## src/sstf_pkg.sv

```systemverilog
`default_nettype none

package sstf_pkg;

    // sizing
    localparam int MAX_REQUESTERS = 16;
    localparam int TRACK_LIMIT    = 10000;
    localparam int SLOT_W         = $clog2(MAX_REQUESTERS);
    localparam int CNT_W          = $clog2(MAX_REQUESTERS + 1);
    localparam int TRACK_W        = 14;
    localparam int CFG_W          = 5;
    localparam int CFG_IDX_W      = 1;

    // register indexes
    localparam logic [CFG_IDX_W-1:0] REG_MAX_QUEUE_DEPTH = 1'd0;
    localparam logic [CFG_IDX_W-1:0] REG_NUM_REQUESTERS  = 1'd1;

    // actions
    localparam logic ACT_SUBMIT = 1'b0;
    localparam logic ACT_RETIRE = 1'b1;

    localparam logic [TRACK_W-1:0] TRACK_MAX = TRACK_W'(TRACK_LIMIT - 1);
    localparam logic [CFG_W-1:0]   CFG_RESET = CFG_W'(MAX_REQUESTERS);

    typedef struct packed {
        logic               action;
        logic [SLOT_W-1:0]  requester;
        logic [TRACK_W-1:0] track;
    } t_sched_in;

    typedef struct packed {
        logic               accepted;
        logic               service_valid;
        logic [SLOT_W-1:0]  served_requester;
        logic [TRACK_W-1:0] served_track;
    } t_sched_out;

endpackage

`default_nettype wire

```

## src/sstf_disk_request_scheduler.sv

```systemverilog
// channel   ports                                      handshake
// command   start, busy, i_item (t_sched_in)           taken when start & !busy
// result    o_result_valid, o_result (t_sched_out)     one-cycle strobe, no stall
// config    i_cfg_we, i_cfg_index, i_cfg_wdata         written when i_cfg_we
//
// a served command goes through accept, service check, a serial scan of the
// 16 slots through one distance/compare unit and one slot memory read port,
// then the update; when no request is served the scan is skipped.
// busy stays high from acceptance until the result strobe.
// i_rst_n is synchronous and active low; the slot track memory is not cleared.
// the result strobe lasts one cycle and cannot be held off.
`default_nettype none

module sstf_disk_request_scheduler
    import sstf_pkg::*;
(
    input  wire logic                 i_clk,
    input  wire logic                 i_rst_n,
    input  wire logic                 start,
    output logic                      busy,
    input  wire t_sched_in            i_item,
    output logic                      o_result_valid,
    output t_sched_out                o_result,
    input  wire logic                 i_cfg_we,
    input  wire logic [CFG_IDX_W-1:0] i_cfg_index,
    input  wire logic [CFG_W-1:0]     i_cfg_wdata
);

    typedef enum logic [3:0] {
        ST_IDLE = 4'b0001,
        ST_EVAL = 4'b0010,
        ST_SCAN = 4'b0100,
        ST_DONE = 4'b1000
    } t_state;

    localparam logic [CNT_W-1:0] SLOTS = CNT_W'(MAX_REQUESTERS);

    t_state r_state, n_state;

    logic [CFG_W-1:0] r_max_depth;
    logic [CFG_W-1:0] r_num_req;

    logic [TRACK_W-1:0]        r_slot_track [MAX_REQUESTERS];
    logic [MAX_REQUESTERS-1:0] r_slot_pending;
    logic [MAX_REQUESTERS-1:0] r_slot_retired;
    logic [CNT_W-1:0]          r_pending_cnt;
    logic [CNT_W-1:0]          r_retired_cnt;
    logic [TRACK_W-1:0]        r_head;
    logic                      r_awaiting;

    logic r_accepted;
    logic r_serve;

    // scan state
    logic [CNT_W-1:0]   r_idx;
    logic               r_rd_vld;
    logic               r_rd_pend;
    logic [SLOT_W-1:0]  r_rd_slot;
    logic [TRACK_W-1:0] r_rd_track;
    logic               r_found;
    logic [SLOT_W-1:0]  r_best;
    logic [TRACK_W-1:0] r_best_track;
    logic [TRACK_W-1:0] r_best_dist;

    logic       r_out_vld;
    t_sched_out r_out;

    // admission of the incoming word
    logic               take;
    logic [CNT_W-1:0]   n_part;
    logic               who_ok;
    logic               admit_submit;
    logic               admit_retire;
    logic [TRACK_W-1:0] sat_track;

    assign take   = start && (r_state == ST_IDLE);
    assign n_part = (CNT_W'(r_num_req) > SLOTS) ? SLOTS : CNT_W'(r_num_req);
    assign who_ok = CNT_W'(i_item.requester) < n_part;
    assign sat_track = (i_item.track > TRACK_MAX) ? TRACK_MAX : i_item.track;

    assign admit_submit = take && who_ok && (i_item.action == ACT_SUBMIT)
                        && !r_slot_pending[i_item.requester]
                        && !r_slot_retired[i_item.requester]
                        && (r_pending_cnt < CNT_W'(r_max_depth));
    assign admit_retire = take && who_ok && (i_item.action == ACT_RETIRE)
                        && !r_slot_pending[i_item.requester]
                        && !r_slot_retired[i_item.requester];

    // service rule, evaluated on the updated counts
    logic [CNT_W-1:0] live;
    logic             serve_now;

    assign live = (r_retired_cnt >= n_part) ? '0 : n_part - r_retired_cnt;
    assign serve_now = (r_pending_cnt != '0)
                    && ((r_pending_cnt >= CNT_W'(r_max_depth))
                        || ((r_pending_cnt >= live)
                            && !(r_awaiting && (r_pending_cnt != n_part))));

    // shared distance and compare unit
    logic [TRACK_W:0]   diff;
    logic [TRACK_W-1:0] seek_dist;
    logic               better;

    assign diff      = {1'b0, r_rd_track} - {1'b0, r_head};
    assign seek_dist = diff[TRACK_W] ? TRACK_W'(-diff) : diff[TRACK_W-1:0];
    assign better    = r_rd_vld && r_rd_pend
                     && (!r_found || (seek_dist < r_best_dist));

    // sequencer
    always_comb begin
        n_state = r_state;
        case (r_state)
            ST_IDLE: begin
                if (start) n_state = ST_EVAL;
            end
            ST_EVAL: begin
                n_state = serve_now ? ST_SCAN : ST_DONE;
            end
            ST_SCAN: begin
                if (r_idx == SLOTS) n_state = ST_DONE;
            end
            ST_DONE: begin
                n_state = ST_IDLE;
            end
            default: begin
                n_state = ST_IDLE;
            end
        endcase
    end

    always_ff @(posedge i_clk) begin
        if (!i_rst_n) r_state <= ST_IDLE;
        else          r_state <= n_state;
    end

    // configuration registers
    always_ff @(posedge i_clk) begin
        if (!i_rst_n) begin
            r_max_depth <= CFG_RESET;
            r_num_req   <= CFG_RESET;
        end else if (i_cfg_we) begin
            case (i_cfg_index)
                REG_MAX_QUEUE_DEPTH: r_max_depth <= i_cfg_wdata;
                REG_NUM_REQUESTERS:  r_num_req   <= i_cfg_wdata;
                default: ;
            endcase
        end
    end

    // slot track memory: one write port, one registered read port
    always_ff @(posedge i_clk) begin
        if (admit_submit) r_slot_track[i_item.requester] <= sat_track;
        if (r_state == ST_SCAN) r_rd_track <= r_slot_track[r_idx[SLOT_W-1:0]];
    end

    // slot flags, counts and head
    always_ff @(posedge i_clk) begin
        if (!i_rst_n) begin
            r_slot_pending <= '0;
            r_slot_retired <= '0;
            r_pending_cnt  <= '0;
            r_retired_cnt  <= '0;
            r_head         <= '0;
            r_awaiting     <= 1'b1;
        end else begin
            if (admit_submit) begin
                r_slot_pending[i_item.requester] <= 1'b1;
                r_pending_cnt <= r_pending_cnt + 1'b1;
            end
            if (admit_retire) begin
                r_slot_retired[i_item.requester] <= 1'b1;
                r_retired_cnt <= r_retired_cnt + 1'b1;
            end
            if ((r_state == ST_DONE) && r_serve && r_found) begin
                r_slot_pending[r_best] <= 1'b0;
                r_pending_cnt <= r_pending_cnt - 1'b1;
                r_head        <= r_best_track;
                r_awaiting    <= 1'b0;
            end
        end
    end

    // per-command flags
    always_ff @(posedge i_clk) begin
        if (take) r_accepted <= admit_submit || admit_retire;
        if (r_state == ST_EVAL) r_serve <= serve_now;
    end

    // scan over the slots, read stage then compare stage
    always_ff @(posedge i_clk) begin
        if (!i_rst_n) begin
            r_idx    <= '0;
            r_rd_vld <= 1'b0;
            r_found  <= 1'b0;
        end else if (r_state == ST_EVAL) begin
            r_idx    <= '0;
            r_rd_vld <= 1'b0;
            r_found  <= 1'b0;
        end else if (r_state == ST_SCAN) begin
            r_rd_vld <= (r_idx != SLOTS);
            if (r_idx != SLOTS) r_idx <= r_idx + 1'b1;
            if (better) r_found <= 1'b1;
        end
    end

    always_ff @(posedge i_clk) begin
        if (r_state == ST_SCAN) begin
            r_rd_slot <= r_idx[SLOT_W-1:0];
            r_rd_pend <= r_slot_pending[r_idx[SLOT_W-1:0]];
            if (better) begin
                r_best       <= r_rd_slot;
                r_best_track <= r_rd_track;
                r_best_dist  <= seek_dist;
            end
        end
    end

    // result register
    always_ff @(posedge i_clk) begin
        if (!i_rst_n) begin
            r_out_vld <= 1'b0;
        end else begin
            r_out_vld <= (r_state == ST_DONE);
        end
    end

    always_ff @(posedge i_clk) begin
        if (r_state == ST_DONE) begin
            r_out.accepted         <= r_accepted;
            r_out.service_valid    <= r_serve && r_found;
            r_out.served_requester <= (r_serve && r_found) ? r_best : '0;
            r_out.served_track     <= (r_serve && r_found) ? r_best_track : '0;
        end
    end

    assign busy           = (r_state != ST_IDLE);
    assign o_result_valid = r_out_vld;
    assign o_result       = r_out;

endmodule

`default_nettype wire

```

## config.mk

```make
export PLATFORM = sky130hd
export DESIGN_NAME = sstf_disk_request_scheduler
export DESIGN_NICKNAME = d
export VERILOG_FILES = /design/src/sstf_pkg.sv /design/src/sstf_disk_request_scheduler.sv
export SDC_FILE = /design/constraint.sdc
export NUM_CORES = 1
export LEC_CHECK = 0
export BUFFER_PORTS_ARGS = -buffer_cell sky130_fd_sc_hd__buf_2
export CAP_MARGIN = 20
export CORE_UTILIZATION = 63
export CTS_BUF_LIST = sky130_fd_sc_hd__clkbuf_8
export DETAILED_ROUTE_END_ITERATION = 7
export PLACE_DENSITY = 0.8
export SLEW_MARGIN = 10
export SYNTH_ARGS = -nofsm -noshare
export SYNTH_HDL_FRONTEND = slang
export SYNTH_SLANG_ARGS = --single-unit
```

## constraint.sdc

```tcl
create_clock -name i_clk -period 9.85 [get_ports i_clk]
set_input_delay 1.97 -clock i_clk [delete_from_list [all_inputs] [get_ports i_clk]]
set_output_delay 1.97 -clock i_clk [all_outputs]
set_load 0.005 [all_outputs]
```

==> impl_metrics.env <==
export IMPL_timing_final_max_slew_violations=0
export IMPL_rows=58
export IMPL_timing_slew_headroom_pct=29.5
export IMPL_fin_ws_ps=4060
export IMPL_vias=9715
export IMPL_maxCapViolCount=0
export IMPL_worst_slew_pin_transition_ps=1060
export IMPL_synth_edff_count=297
export IMPL_detailedPlacementHpwl_mm=21.6
export IMPL_die_h_um=163
export IMPL_antenna_violations_before_repair=0
export IMPL_asyncSetResetFlopFracSynth_pct=0
export IMPL_cp_cell_sequence="inv_1 > ha_1 > inv_1 > fa_1 > a211oi_1 > nor3b_1 > o41ai_1 > a31oi_1 > or2_2 > a21oi_1 > o21ai_0 > xnor2_1 > ha_1 > a21o_1 > a21o_1 > a21o_1 > a21o_1 > a21o_1 > a21o_1 > a211o_1 > a21oi_4 > buf_16"
export IMPL_fp_coreArea_sq_mm=0.0253
export IMPL_synthesized_area_per_cell_sq_um=14.8
export IMPL_timing_final_crit_share_pct=58.7
export IMPL_grt_usage_pct=27.3
export IMPL_path_class="reg2reg"
export IMPL_globalRouteOverflowTotal=0
export IMPL_cts_sinks=376
export IMPL_synthCells=1101
export IMPL_final_setup_viol_count=0
export IMPL_worst_endpoint_arrival_ps=6080
export IMPL_grt_pass1_wl_mm=53.8
export IMPL_layout_common_cells="297 x edfxtp_1, 79 x inv_1, 77 x mux4_2, 77 x dfxtp_1, 71 x nor2_1"
export IMPL_syn_to_final_growth_pct=11.7
export IMPL_cts_path_max_buffers=3
export IMPL_placement_setup_worst_slack_ps=3860
export IMPL_detail_route_iter0_violations=1004
export IMPL_drt_drc_violations_left=0
export IMPL_holdBufCountCts=0
export IMPL_globalplace_congestion=0.867
export IMPL_synth_main_ff_cell="edfxtp_1"
export IMPL_n_antenna_cell=0
export IMPL_mostFrequentLayoutCell="edfxtp_1"
export IMPL_tritoncts_clock_tree="built"
export IMPL_post_synth_top_area_fraction_pct=54.8
export IMPL_timing_critical_path_mode_cell="a21o_1"
export IMPL_cts_max_level=2
export IMPL_synth_seq_cells=376
export IMPL_critical_path_top_delay_family="compound AO/OA/AOI/OAI gates"
export IMPL_worst_path_buf_inv=3
export IMPL_yosys_area_top_type="edfxtp_1"
export IMPL_clkLatencyLatePin_ps=610
export IMPL_max_stage_delay_ps=430
export IMPL_synth_top_cells_by_area="edfxtp_1 55%, mux4_2 11%, dfxtp_1 9.7%"
export IMPL_port_buffer_count=50
export IMPL_ioPinCount=51
export IMPL_netlist_cell_type_count=59
export IMPL_floorplan_initialDensity_pct=64.4
export IMPL_layout_cell_share_with_drive_strength_beyond_1_pct=21.4
export IMPL_wire_per_inst_um=21.8
export IMPL_worst_path_stages=22
export IMPL_fin_nets=1276
export IMPL_drtPass1Iterations=5
export IMPL_floorplan_die_width_um=163
export IMPL_hold_depth=0
export IMPL_ff2ff_path_depth=22
export IMPL_clockRootBuffer="clkbuf_8"
export IMPL_seq_area_frac_synth_pct=64.5
export IMPL_number_of_global_route_vias_before_repair=9786
export IMPL_timing_fmax_ghz=0.173
export IMPL_timing_critical_path_from_type="flip-flop"
export IMPL_power_leakage_nw=6.40
export IMPL_design_die_area_sq_mm=0.0265
export IMPL_period_needed_ps=5790
export IMPL_viasPerCell=6.18
export IMPL_syn_nets=1185
export IMPL_netlist_area_sq_mm=0.0163
export IMPL_ant_nets=0
export IMPL_synth_yosys_warnings=0
export IMPL_crit_slowest_cell="a21oi_1"
export IMPL_post_cts_repair_setup_buffers=0
export IMPL_totalPowerFinal_mw=3.07
export IMPL_hold_path_class="reg2reg"
export IMPL_run_status="finished clean"
export IMPL_p_per_area_mw_per_mm2=169
export IMPL_crit_path_end_kind="flip-flop"
export IMPL_ir_worst_vdd_uv=155
export IMPL_cts_buffers=59
export IMPL_setup_tns_final_ps=0
export IMPL_timing_hold_violations_final=0
export IMPL_pin_count_of_the_biggest_net_entering_global_routing=66
export IMPL_grt_setup_unrepaired="false"
export IMPL_cts_resized=0
export IMPL_crit_required_ps=10140
export IMPL_critPathMaxFanout=23
export IMPL_routed_wirelength_mm=34.4
export IMPL_clk_pin_slew_worst_paths_ps=60
export IMPL_fin_worst_skew_ps=21.9
[worst register-to-register path, stage by stage, from the launching register on]
cell	delay, ps
edfxtp_1	380
inv_1	70
ha_1	160
inv_1	60
fa_1	420
a211oi_1	330
nor3b_1	130
o41ai_1	400
a31oi_1	190
or2_2	320
a21oi_1	430
o21ai_0	220
xnor2_1	200
ha_1	190
a21o_1	180
a21o_1	170
a21o_1	170
a21o_1	160
a21o_1	160
a21o_1	170
a211o_1	320
a21oi_4	390
buf_16	230
[final timing paths]
path | slack (ps) | to | startpoint
hold / removal | 420 | r_best[1] | r_rd_slot[1]
setup / recovery | 4060 | r_best_track[5] | r_rd_track[0]
setup reg to reg | 4060 | r_best_track[5] | r_rd_track[0]
hold reg to reg | 420 | r_best[1] | r_rd_slot[1]
[cells in the mapped netlist, drive strengths merged, types with 3 or more instances]
| library cell | number |
|---|---|
| edfxtp | 297 |
| dfxtp | 79 |
| mux4 | 77 |
| nor2 | 73 |
| nand2 | 64 |
| inv | 62 |
| ha | 52 |
| a21oi | 46 |
| clkbuf | 38 |
| nor3 | 27 |
| o21ai | 23 |
| and3 | 22 |
| a21o | 21 |
| nand2b | 21 |
| xnor2 | 20 |
| nand3 | 19 |
| a22o | 16 |
| xor2 | 12 |
| o21a | 10 |
| nor2b | 9 |
| o221a | 9 |
| and2 | 8 |
| mux2i | 8 |
| buf | 7 |
| a211oi | 6 |
| nor4 | 6 |
| a31oi | 5 |
| nand4 | 5 |
| o211a | 5 |
| o31ai | 5 |
| or2 | 5 |
| or3 | 4 |
| a31o | 3 |
| fa | 3 |
| or3b | 3 |
| or4b | 3 |
[cells by family (layout without fill, tap and decap cells)]
family / after synthesis / in the layout / share of synthesized area [%]
DFF: 376 / 376 / 64.5
and+or+nand+nor: 278 / 278 / 8.51
AOI/OAI and AO/OA: 168 / 168 / 7.19
buffers and inverters: 107 / 249 / 2.51
muxes: 85 / 85 / 11.2
adders and majority gates: 55 / 55 / 4.37
xor gates and xnor gates: 32 / 32 / 1.72
[state kept, by name (all words and copies together) (netlist names), 4 cells and up]
register        count
r_max_depth         5
r_pending_cnt       5
r_best_dist        14
r_rd_slot           4
r_slot_retired     16
r_state             4
r_slot_track      224
r_idx               5
r_rd_track         14
r_head             14
r_num_req           5
r_best_track       14
r_retired_cnt       5
r_best              4
o_result           20
r_slot_pending     16
[per-layer routing]
layer,GRT usage (%),part of all wire (%),up-vias
li1,-,-,4428
met4,10.2,2.9,0
met1,37.6,41,4821
met3,4.53,7.1,76
met2,44.2,49,390
met5,0,0,-
[report_power, final]
part	total (mW)	internal, mW	switching [mW]	leakage, nW
Sequential	1.73	1.72	0.00752	3.29
Combinational	0.0953	0.0338	0.0615	2.45
Clock	1.24	0.645	0.598	0.662
Total	3.07	2.40	0.667	6.40
[per-stage QoR]
stage	cell area, sq um	hold slack, ps	std cells	utilization (%)
finish	18200	422	1573	72.0
CTS	18100	413	1568	71.7
global placement	16900	402	1455	67.1
floorplan	16300	400	1101	-
global route	18200	413	1573	72.0
detailed placement	17000	407	1456	67.2
[final cells by class]
type	count	area, sq um
Timing Repair Buffer	75	478
Fill cell	1609	7080
Clock inverter	46	233
Multi-Input combinational cell	618	5400
Inverter	62	233
Clock buffer	66	908
Sequential cell	376	10500
Tap cell	330	413
(Power assumes the default switching activity.)
